`src/hdl/npf_pkg.sv`:
```
`default_nettype none

package npf_pkg;

  typedef enum logic [1:0] {
    MODE_EVEN   = 2'd0,
    MODE_ODD    = 2'd1,
    MODE_PRIME  = 2'd2,
    MODE_SQUARE = 2'd3
  } filter_mode_t;

  typedef enum logic [2:0] {
    S_IDLE,
    S_DISPATCH,
    S_SQRT,
    S_SQ_TEST,
    S_DIV_CHECK,
    S_DIV_STEP,
    S_DIV_TEST,
    S_DONE
  } npf_state_t;

  typedef struct packed {
    logic load;       // latch the input word, arm the root unit
    logic div_start;  // clear remainder, arm the bit counter
    logic div_shift;  // one restoring-division step
    logic div_next;   // advance to the next trial divisor
    logic sqrt_step;  // one square-root digit
    logic emit;       // load the output register
  } npf_cmd_t;

  typedef struct packed {
    filter_mode_t mode;
    logic         odd;
    logic         below_two;
    logic         sq_gt_v;     // divisor squared exceeds the word
    logic         rem_zero;
    logic         step_last;
    logic         sqrt_exact;  // root remainder is zero
    logic         out_free;
  } npf_status_t;

endpackage

`default_nettype wire

```
`src/hdl/npf_ctrl.sv`:
```
`default_nettype none

module npf_ctrl
  import npf_pkg::*;
(
  input  logic        clk,
  input  logic        rst,
  input  logic        in_valid,
  output logic        in_stall,
  input  npf_status_t status,
  output npf_cmd_t    cmd
);

  npf_state_t state, state_next;
  logic       pass, pass_next;

  always_ff @(posedge clk) begin
    if (rst) begin
      state <= S_IDLE;
      pass  <= 1'b0;
    end else begin
      state <= state_next;
      pass  <= pass_next;
    end
  end

  always_comb begin
    state_next = state;
    pass_next  = pass;
    unique case (state)
      S_IDLE: begin
        if (in_valid) state_next = S_DISPATCH;
      end
      S_DISPATCH: begin
        unique case (status.mode)
          MODE_EVEN: begin
            pass_next  = !status.odd;
            state_next = S_DONE;
          end
          MODE_ODD: begin
            pass_next  = status.odd;
            state_next = S_DONE;
          end
          MODE_PRIME: begin
            if (status.below_two) begin
              pass_next  = 1'b0;
              state_next = S_DONE;
            end else begin
              state_next = S_DIV_CHECK;
            end
          end
          MODE_SQUARE: begin
            state_next = S_SQRT;
          end
        endcase
      end
      S_SQRT: begin
        if (status.step_last) state_next = S_SQ_TEST;
      end
      S_SQ_TEST: begin
        pass_next  = status.sqrt_exact;
        state_next = S_DONE;
      end
      S_DIV_CHECK: begin
        if (status.sq_gt_v) begin
          pass_next  = 1'b1;
          state_next = S_DONE;
        end else begin
          state_next = S_DIV_STEP;
        end
      end
      S_DIV_STEP: begin
        if (status.step_last) state_next = S_DIV_TEST;
      end
      S_DIV_TEST: begin
        if (status.rem_zero) begin
          pass_next  = 1'b0;
          state_next = S_DONE;
        end else begin
          state_next = S_DIV_CHECK;
        end
      end
      S_DONE: begin
        if (!pass || status.out_free) state_next = S_IDLE;
      end
      default: state_next = S_IDLE;
    endcase
  end

  always_comb begin
    cmd      = '0;
    in_stall = 1'b1;
    unique case (state)
      S_IDLE: begin
        in_stall = 1'b0;
        cmd.load = in_valid;
      end
      S_SQRT:      cmd.sqrt_step = 1'b1;
      S_DIV_CHECK: cmd.div_start = !status.sq_gt_v;
      S_DIV_STEP:  cmd.div_shift = 1'b1;
      S_DIV_TEST:  cmd.div_next  = !status.rem_zero;
      S_DONE:      cmd.emit      = pass && status.out_free;
      default: ;
    endcase
  end

endmodule

`default_nettype wire

```
`src/hdl/npf_dp.sv`:
```
`default_nettype none

module npf_dp
  import npf_pkg::*;
#(
  parameter int VALUE_BITS = 16
) (
  input  logic                  clk,
  input  logic                  rst,
  input  logic                  cfg_we,
  input  logic [1:0]            cfg_wdata,
  input  logic [VALUE_BITS-1:0] value,
  output logic [VALUE_BITS-1:0] passed_value,
  output logic                  out_valid,
  input  logic                  out_stall,
  input  npf_cmd_t              cmd,
  output npf_status_t           status
);

  localparam int ROOT_BITS = (VALUE_BITS + 1) / 2;
  localparam int SQW       = 2 * ROOT_BITS;
  localparam int CNT_BITS  = $clog2(VALUE_BITS + 1);
  localparam logic [SQW-1:0] ONE_INIT = SQW'(1) << (SQW - 2);

  filter_mode_t          filter_mode;
  logic [VALUE_BITS-1:0] v;
  logic [VALUE_BITS-1:0] divisor;
  logic [VALUE_BITS:0]   square;     // divisor * divisor, tracked incrementally
  logic [VALUE_BITS-1:0] rem;
  logic [VALUE_BITS-1:0] shv;        // dividend bits, MSB first
  logic [CNT_BITS-1:0]   cnt;
  logic [SQW-1:0]        op;
  logic [SQW-1:0]        res;
  logic [SQW-1:0]        one;

  logic [VALUE_BITS:0]   rem_shifted;
  logic [VALUE_BITS:0]   rem_diff;
  logic                  rem_ge;
  logic [VALUE_BITS-1:0] rem_next;
  logic [VALUE_BITS:0]   square_next;
  logic [SQW:0]          rt_sum;
  logic [SQW:0]          rt_diff;
  logic                  rt_take;
  logic [SQW-1:0]        res_half;
  logic                  out_free;

  // restoring remainder step
  assign rem_shifted = {rem, shv[VALUE_BITS-1]};
  assign rem_ge      = rem_shifted >= {1'b0, divisor};
  assign rem_diff    = rem_shifted - {1'b0, divisor};
  assign rem_next    = rem_ge ? rem_diff[VALUE_BITS-1:0] : rem_shifted[VALUE_BITS-1:0];

  // (d+1)^2 = d^2 + 2d + 1
  assign square_next = square + {divisor, 1'b1};

  // digit-by-digit square root
  assign rt_sum   = {1'b0, res} + {1'b0, one};
  assign rt_take  = {1'b0, op} >= rt_sum;
  assign rt_diff  = {1'b0, op} - rt_sum;
  assign res_half = res >> 1;

  assign out_free = !out_valid || !out_stall;

  always_ff @(posedge clk) begin
    if (rst) begin
      filter_mode <= MODE_EVEN;
    end else if (cfg_we) begin
      filter_mode <= filter_mode_t'(cfg_wdata);
    end
  end

  always_ff @(posedge clk) begin
    if (cmd.load) begin
      v   <= value;
      op  <= SQW'(value);
      res <= '0;
      one <= ONE_INIT;
      cnt <= CNT_BITS'(ROOT_BITS);
      divisor <= VALUE_BITS'(2);
      square  <= (VALUE_BITS + 1)'(4);
    end
    if (cmd.sqrt_step) begin
      if (rt_take) begin
        op  <= rt_diff[SQW-1:0];
        res <= res_half + one;
      end else begin
        res <= res_half;
      end
      one <= one >> 2;
      cnt <= cnt - CNT_BITS'(1);
    end
    if (cmd.div_start) begin
      rem <= '0;
      shv <= v;
      cnt <= CNT_BITS'(VALUE_BITS);
    end
    if (cmd.div_shift) begin
      rem <= rem_next;
      shv <= shv << 1;
      cnt <= cnt - CNT_BITS'(1);
    end
    if (cmd.div_next) begin
      divisor <= divisor + VALUE_BITS'(1);
      square  <= square_next;
    end
  end

  always_ff @(posedge clk) begin
    if (rst) begin
      out_valid <= 1'b0;
    end else if (cmd.emit) begin
      out_valid <= 1'b1;
    end else if (!out_stall) begin
      out_valid <= 1'b0;
    end
  end

  always_ff @(posedge clk) begin
    if (cmd.emit) passed_value <= v;
  end

  always_comb begin
    status.mode       = filter_mode;
    status.odd        = v[0];
    status.below_two  = v < VALUE_BITS'(2);
    status.sq_gt_v    = square > {1'b0, v};
    status.rem_zero   = rem == '0;
    status.step_last  = cnt == CNT_BITS'(1);
    status.sqrt_exact = op == '0;
    status.out_free   = out_free;
  end

endmodule

`default_nettype wire

```
`src/hdl/number_property_filter.sv`:
```
// number_property_filter: passes an input word through only when it has the
// property chosen by filter_mode (0 even, 1 odd, 2 prime, 3 perfect square).
// Channels: input word on value with in_valid/in_stall, result word on
// passed_value with out_valid/out_stall; a word moves when valid is high and
// stall is low. Words that fail the test are dropped, nothing is emitted.
// Config: filter_mode is written by cfg_we/cfg_wdata; the user must do so
// only while the block is idle, as the block does not enforce it.
// One word at a time (N = VALUE_BITS, K = ceil(N/2)):
//   even/odd: accept, dispatch, then result load in the done state.
//   square:   K root digits, one root digit per cycle, then the exact test.
//   prime:    per trial divisor a check, N remainder steps and a test,
//             divisors 2..floor(sqrt); the bit-serial remainder unit takes
//             one bit per cycle.
// The output register parts the two sides: a new word is accepted while a
// result waits; the block only waits when it must load a new result while
// the old one is still stalled.
// Reset (rst, synchronous) clears filter_mode to even, the controller to
// idle and out_valid; no clearing pass is needed.
`default_nettype none

module number_property_filter
  import npf_pkg::*;
#(
  parameter int VALUE_BITS = 16
) (
  input  logic                  clk,
  input  logic                  rst,
  input  logic                  cfg_we,
  input  logic [1:0]            cfg_wdata,
  input  logic                  in_valid,
  output logic                  in_stall,
  input  logic [VALUE_BITS-1:0] value,
  output logic                  out_valid,
  input  logic                  out_stall,
  output logic [VALUE_BITS-1:0] passed_value
);

  npf_cmd_t    cmd;
  npf_status_t status;

  // sequencer: owns the handshake on the input side and the verdict
  npf_ctrl u_ctrl (
    .clk      (clk),
    .rst      (rst),
    .in_valid (in_valid),
    .in_stall (in_stall),
    .status   (status),
    .cmd      (cmd)
  );

  // datapath: mode register, trial divider, root unit, output register
  npf_dp #(
    .VALUE_BITS (VALUE_BITS)
  ) u_dp (
    .clk          (clk),
    .rst          (rst),
    .cfg_we       (cfg_we),
    .cfg_wdata    (cfg_wdata),
    .value        (value),
    .passed_value (passed_value),
    .out_valid    (out_valid),
    .out_stall    (out_stall),
    .cmd          (cmd),
    .status       (status)
  );

endmodule

`default_nettype wire

```
`config.mk`:
```
export PLATFORM = sky130hd
export DESIGN_NAME = number_property_filter
export DESIGN_NICKNAME = d
export VERILOG_FILES = /design/src/hdl/npf_pkg.sv /design/src/hdl/npf_ctrl.sv /design/src/hdl/npf_dp.sv /design/src/hdl/number_property_filter.sv
export SDC_FILE = /design/constraint.sdc
export NUM_CORES = 1
export LEC_CHECK = 0
export BUFFER_PORTS_ARGS = -buffer_cell sky130_fd_sc_hd__buf_4
export CORE_AREA = 10 10 181 183
export DETAILED_ROUTE_END_ITERATION = 7
export DIE_AREA = 0 0 191 193
export GPL_ROUTABILITY_DRIVEN = 1
export PLACE_DENSITY = 0.5
export SYNTH_ARGS = -nofsm -noshare
export SYNTH_HDL_FRONTEND = slang
export SYNTH_SLANG_ARGS = --single-unit
```
`constraint.sdc`:
```
create_clock -name clk -period 5.2 [get_ports clk]
set_clock_uncertainty 0.2 [all_clocks]
set_input_delay 0.78 -clock clk [delete_from_list [all_inputs] [get_ports clk]]
set_output_delay 0.78 -clock clk [all_outputs]
set_load 0.02 [all_outputs]
```
==> impl_metrics.tcl <==
set metrics [dict create \
    clkSinkCount 149 \
    leakagePower_nw 4.41 \
    tightest_slew_ns 1.01 \
    fillCellCount 2914 \
    synthArstFlopShare_pct 0 \
    drtIter0Drc 458 \
    drive_gt1_share_pct 10.4 \
    hpwl_um 18600 \
    syn-num-nets 1080 \
    place_ws_ns 0.568 \
    grt_max_degree 35 \
    postCtsSetupBuffers 0 \
    final.setup.tns_ns 0 \
    postSynthRegisterBits 149 \
    cp-start-kind "register" \
    cp_max_fo 21 \
    dp.cells 1381 \
    ys_warn_count 0 \
    finalCriticalPeriod_ns 4.61 \
    numCtsBuffers 17 \
    timing.final.ws_setup_ns 0.588 \
    start_util_pct 33.5 \
    setup_viol 0 \
    h-tree-depth 4 \
    max_freq_ghz 0.217 \
    path_cells "ha_1, a31oi_1, o21bai_1, a31oi_1, o21ai_0, a31o_2, a31oi_1, xor2_1, ha_1, nand4_1, nor4_1, nor3b_1, buf_4, a211oi_4, buf_4, mux2i_1, nor2_1" \
    synth_edf_count 124 \
    multi_input_area_sq_um 5270 \
    setup.worst_path.class "reg2reg" \
    antenna_found_initial 0 \
    min_path_type "reg2reg" \
    p_sw_mw 3.57 \
    ys_seq_area_share_pct 43.1 \
    ctsResizeCount 0 \
    clkTransAtPathRegs_ns 0.06 \
    cp.arrival_ns 4.57 \
    p_per_area_nw_per_um2 719 \
    ir_drop_uv 406 \
    cts_tree "done" \
    clock-root-buffer "clkbuf_16" \
    syn_area_per_cell_sq_um 10.1 \
    ys_types 72 \
    end_kind "register" \
    max_stage_delay_ns 0.44 \
    synth_ff_type "edfxtp_1" \
    min_period_over_period_pct 88.7 \
    io_pins 41 \
    drc_errors 0 \
    grt_pass1_vias 7217 \
    final_util_pct 38.2 \
    fin_nets 1124 \
    drtPass1Iterations 5 \
    netlist_area_sq_um 9800 \
    fp.dieW_um 191 \
    io_buffers 40 \
    clkPwrFrac_pct 15.5 \
    ant_nets 0 \
    ctsHoldBuffers 0 \
    dr_total_vias 7275 \
    vias_per_cell 5.15 \
    maxCapViolCount 0 \
    status "completed" \
    cts_buffer_depth 2 \
    rsz0062_at_grt "no" \
    crit_top_cell "a31oi_1" \
    clk_latency_ns 0.43 \
    internal-power_mw 4.45 \
    switching_share_pct 44.5 \
    core_area_sq_um 29200 \
    syn_inst 966 \
    sequentialPowerShare_pct 28.1 \
    grt-ovfl-total 0 \
    required_ns 5.16 \
    cp_slowest_cell "edfxtp_1" \
    die_y_um 193 \
    fp.dieArea_sq_um 36900 \
    slew_viol_final 0 \
    regArea_sq_um 4220 \
    final_cells 1413 \
    wl_per_cell_um 17.4 \
    combPwrFrac_pct 56.4 \
    relSlewSlack_pct 32.7 \
    grt_pass1_wl_um 39600 \
    placementRows 63 \
    routed_wl_um 24600 \
    area_delta_synth_final_pct 13.8 \
    track_usage_pct 13.6 \
    num_antenna_cells 0 \
    place.gp.congestion 0.806 \
    hold_viol_final 0 \
]
-- worst max-delay path, delay by kind of cell, from the launching register on --
family          cells  cell delay [ns]
simple gates        4             0.55
xor+xnor            1             0.10
mux                 1             0.21
buf+inv             2             0.48
flops               1             0.44
compound gates      7             1.65
fa+ha+maj           2             0.71
-- cell families (layout without fill, tap and decap cells) --
logic type,after synthesis,after routing,synth area share (%)
compound gates,244,244,16.7
xor+xnor,72,72,6.43
fa+ha+maj,91,91,11.8
buf+inv,82,139,3.29
flops,149,149,43.1
mux,35,35,3.61
simple gates,293,293,15.0
-- sequential cells by signal, summed over array words and instances, names as in the netlist, 2 cells and up --
register and count:
u_dp.rem 16, u_dp.one 8, u_dp.v 16, u_dp.divisor 16
u_dp.shv 16, u_dp.square 17, u_dp.filter_mode 2, u_dp.res 16
u_dp.op 16, u_dp.cnt 5, u_ctrl.state 3, u_dp.passed_value 16
-- worst paths after layout --
path | startpoint | depth (start not counted) | endpoint | slack [ns]
worst max-delay path | u_dp.res[2] | 17 | u_dp.res[1] | 0.59
worst min-delay path | u_dp.shv[0] | 2 | u_dp.shv[0] | 0.26
worst max register to register | u_dp.res[2] | 17 | u_dp.res[1] | 0.59
worst min register to register | u_dp.shv[0] | 2 | u_dp.shv[0] | 0.26
-- cells in the final DEF, fill, tap and decap left out, drive strengths merged, types with 6 or more instances in the layout --
cell type    n
and3        13
nor2        80
nor3        31
a21oi       68
nand3       28
a21o        19
nor2b       12
edfxtp     124
xor2        26
nand2       52
o21ai       44
nand3b       6
o21a        15
xnor2       46
inv         60
clkbuf      18
dfxtp       25
nand2b      14
mux2i       32
nand4       17
a211oi      17
clkinv       7
buf         52
and2         8
a31oi       18
a22o        15
ha          88
nor4        12
o31ai        6
-- cell type report --
| cell class | count | area share (%) |
|---|---|---|
| multi-input cells | 735 | 47.2 |
| flip-flops and latches | 149 | 37.9 |
| well taps | 390 | 4.37 |
| clock buffers | 18 | 3.85 |
| repair buffers | 52 | 3.50 |
| inverters | 55 | 1.85 |
| clock inverters | 14 | 1.33 |
-- synthesized netlist by cell type (all sizes together), types with 8 or more instances --
| master | n | area, sq um |
|---|---|---|
| a211oi | 17 | 145 |
| a21o | 19 | 143 |
| a21oi | 68 | 344 |
| a22o | 15 | 131 |
| a31oi | 18 | 113 |
| and2 | 8 | 50.1 |
| and3 | 13 | 81.3 |
| clkbuf | 22 | 82.6 |
| dfxtp | 25 | 500 |
| edfxtp | 124 | 3720 |
| ha | 88 | 1100 |
| inv | 55 | 206 |
| mux2i | 32 | 320 |
| nand2 | 52 | 203 |
| nand2b | 14 | 87.6 |
| nand3 | 28 | 140 |
| nand4 | 17 | 106 |
| nor2 | 80 | 300 |
| nor2b | 12 | 75.1 |
| nor3 | 31 | 155 |
| nor4 | 12 | 75.1 |
| o21a | 15 | 113 |
| o21ai | 44 | 220 |
| xnor2 | 46 | 403 |
| xor2 | 26 | 228 |
-- through the flow --
step                hold WS (ns)  power [mW]  area, sq um
floorplan                  0.234        5.73         9800
global placement           0.249        6.82        10600
detailed placement         0.260        6.82        10600
CTS                        0.270        8.11        11200
global route               0.302        8.76        11200
finish                     0.265        8.03        11200
-- power groups by stage --
stage / Sequential (mW) / Clock [mW] / Combinational (mW)
floorplan: 2.09 / 0 / 3.64
global placement: 2.29 / 0 / 4.54
detailed placement: 2.28 / 0 / 4.54
CTS: 2.26 / 1.27 / 4.58
global route: 2.32 / 1.32 / 5.13
finish: 2.25 / 1.24 / 4.53
-- layer usage --
metal	share of wire, %	track usage [%]	vias to the layer above
li1	-	-	3712
met1	48	17.8	3448
met2	48	22.6	90
met3	2.8	2.25	25
met4	1.7	4.21	0
met5	0	0	-
(Power assumes the default switching activity.)
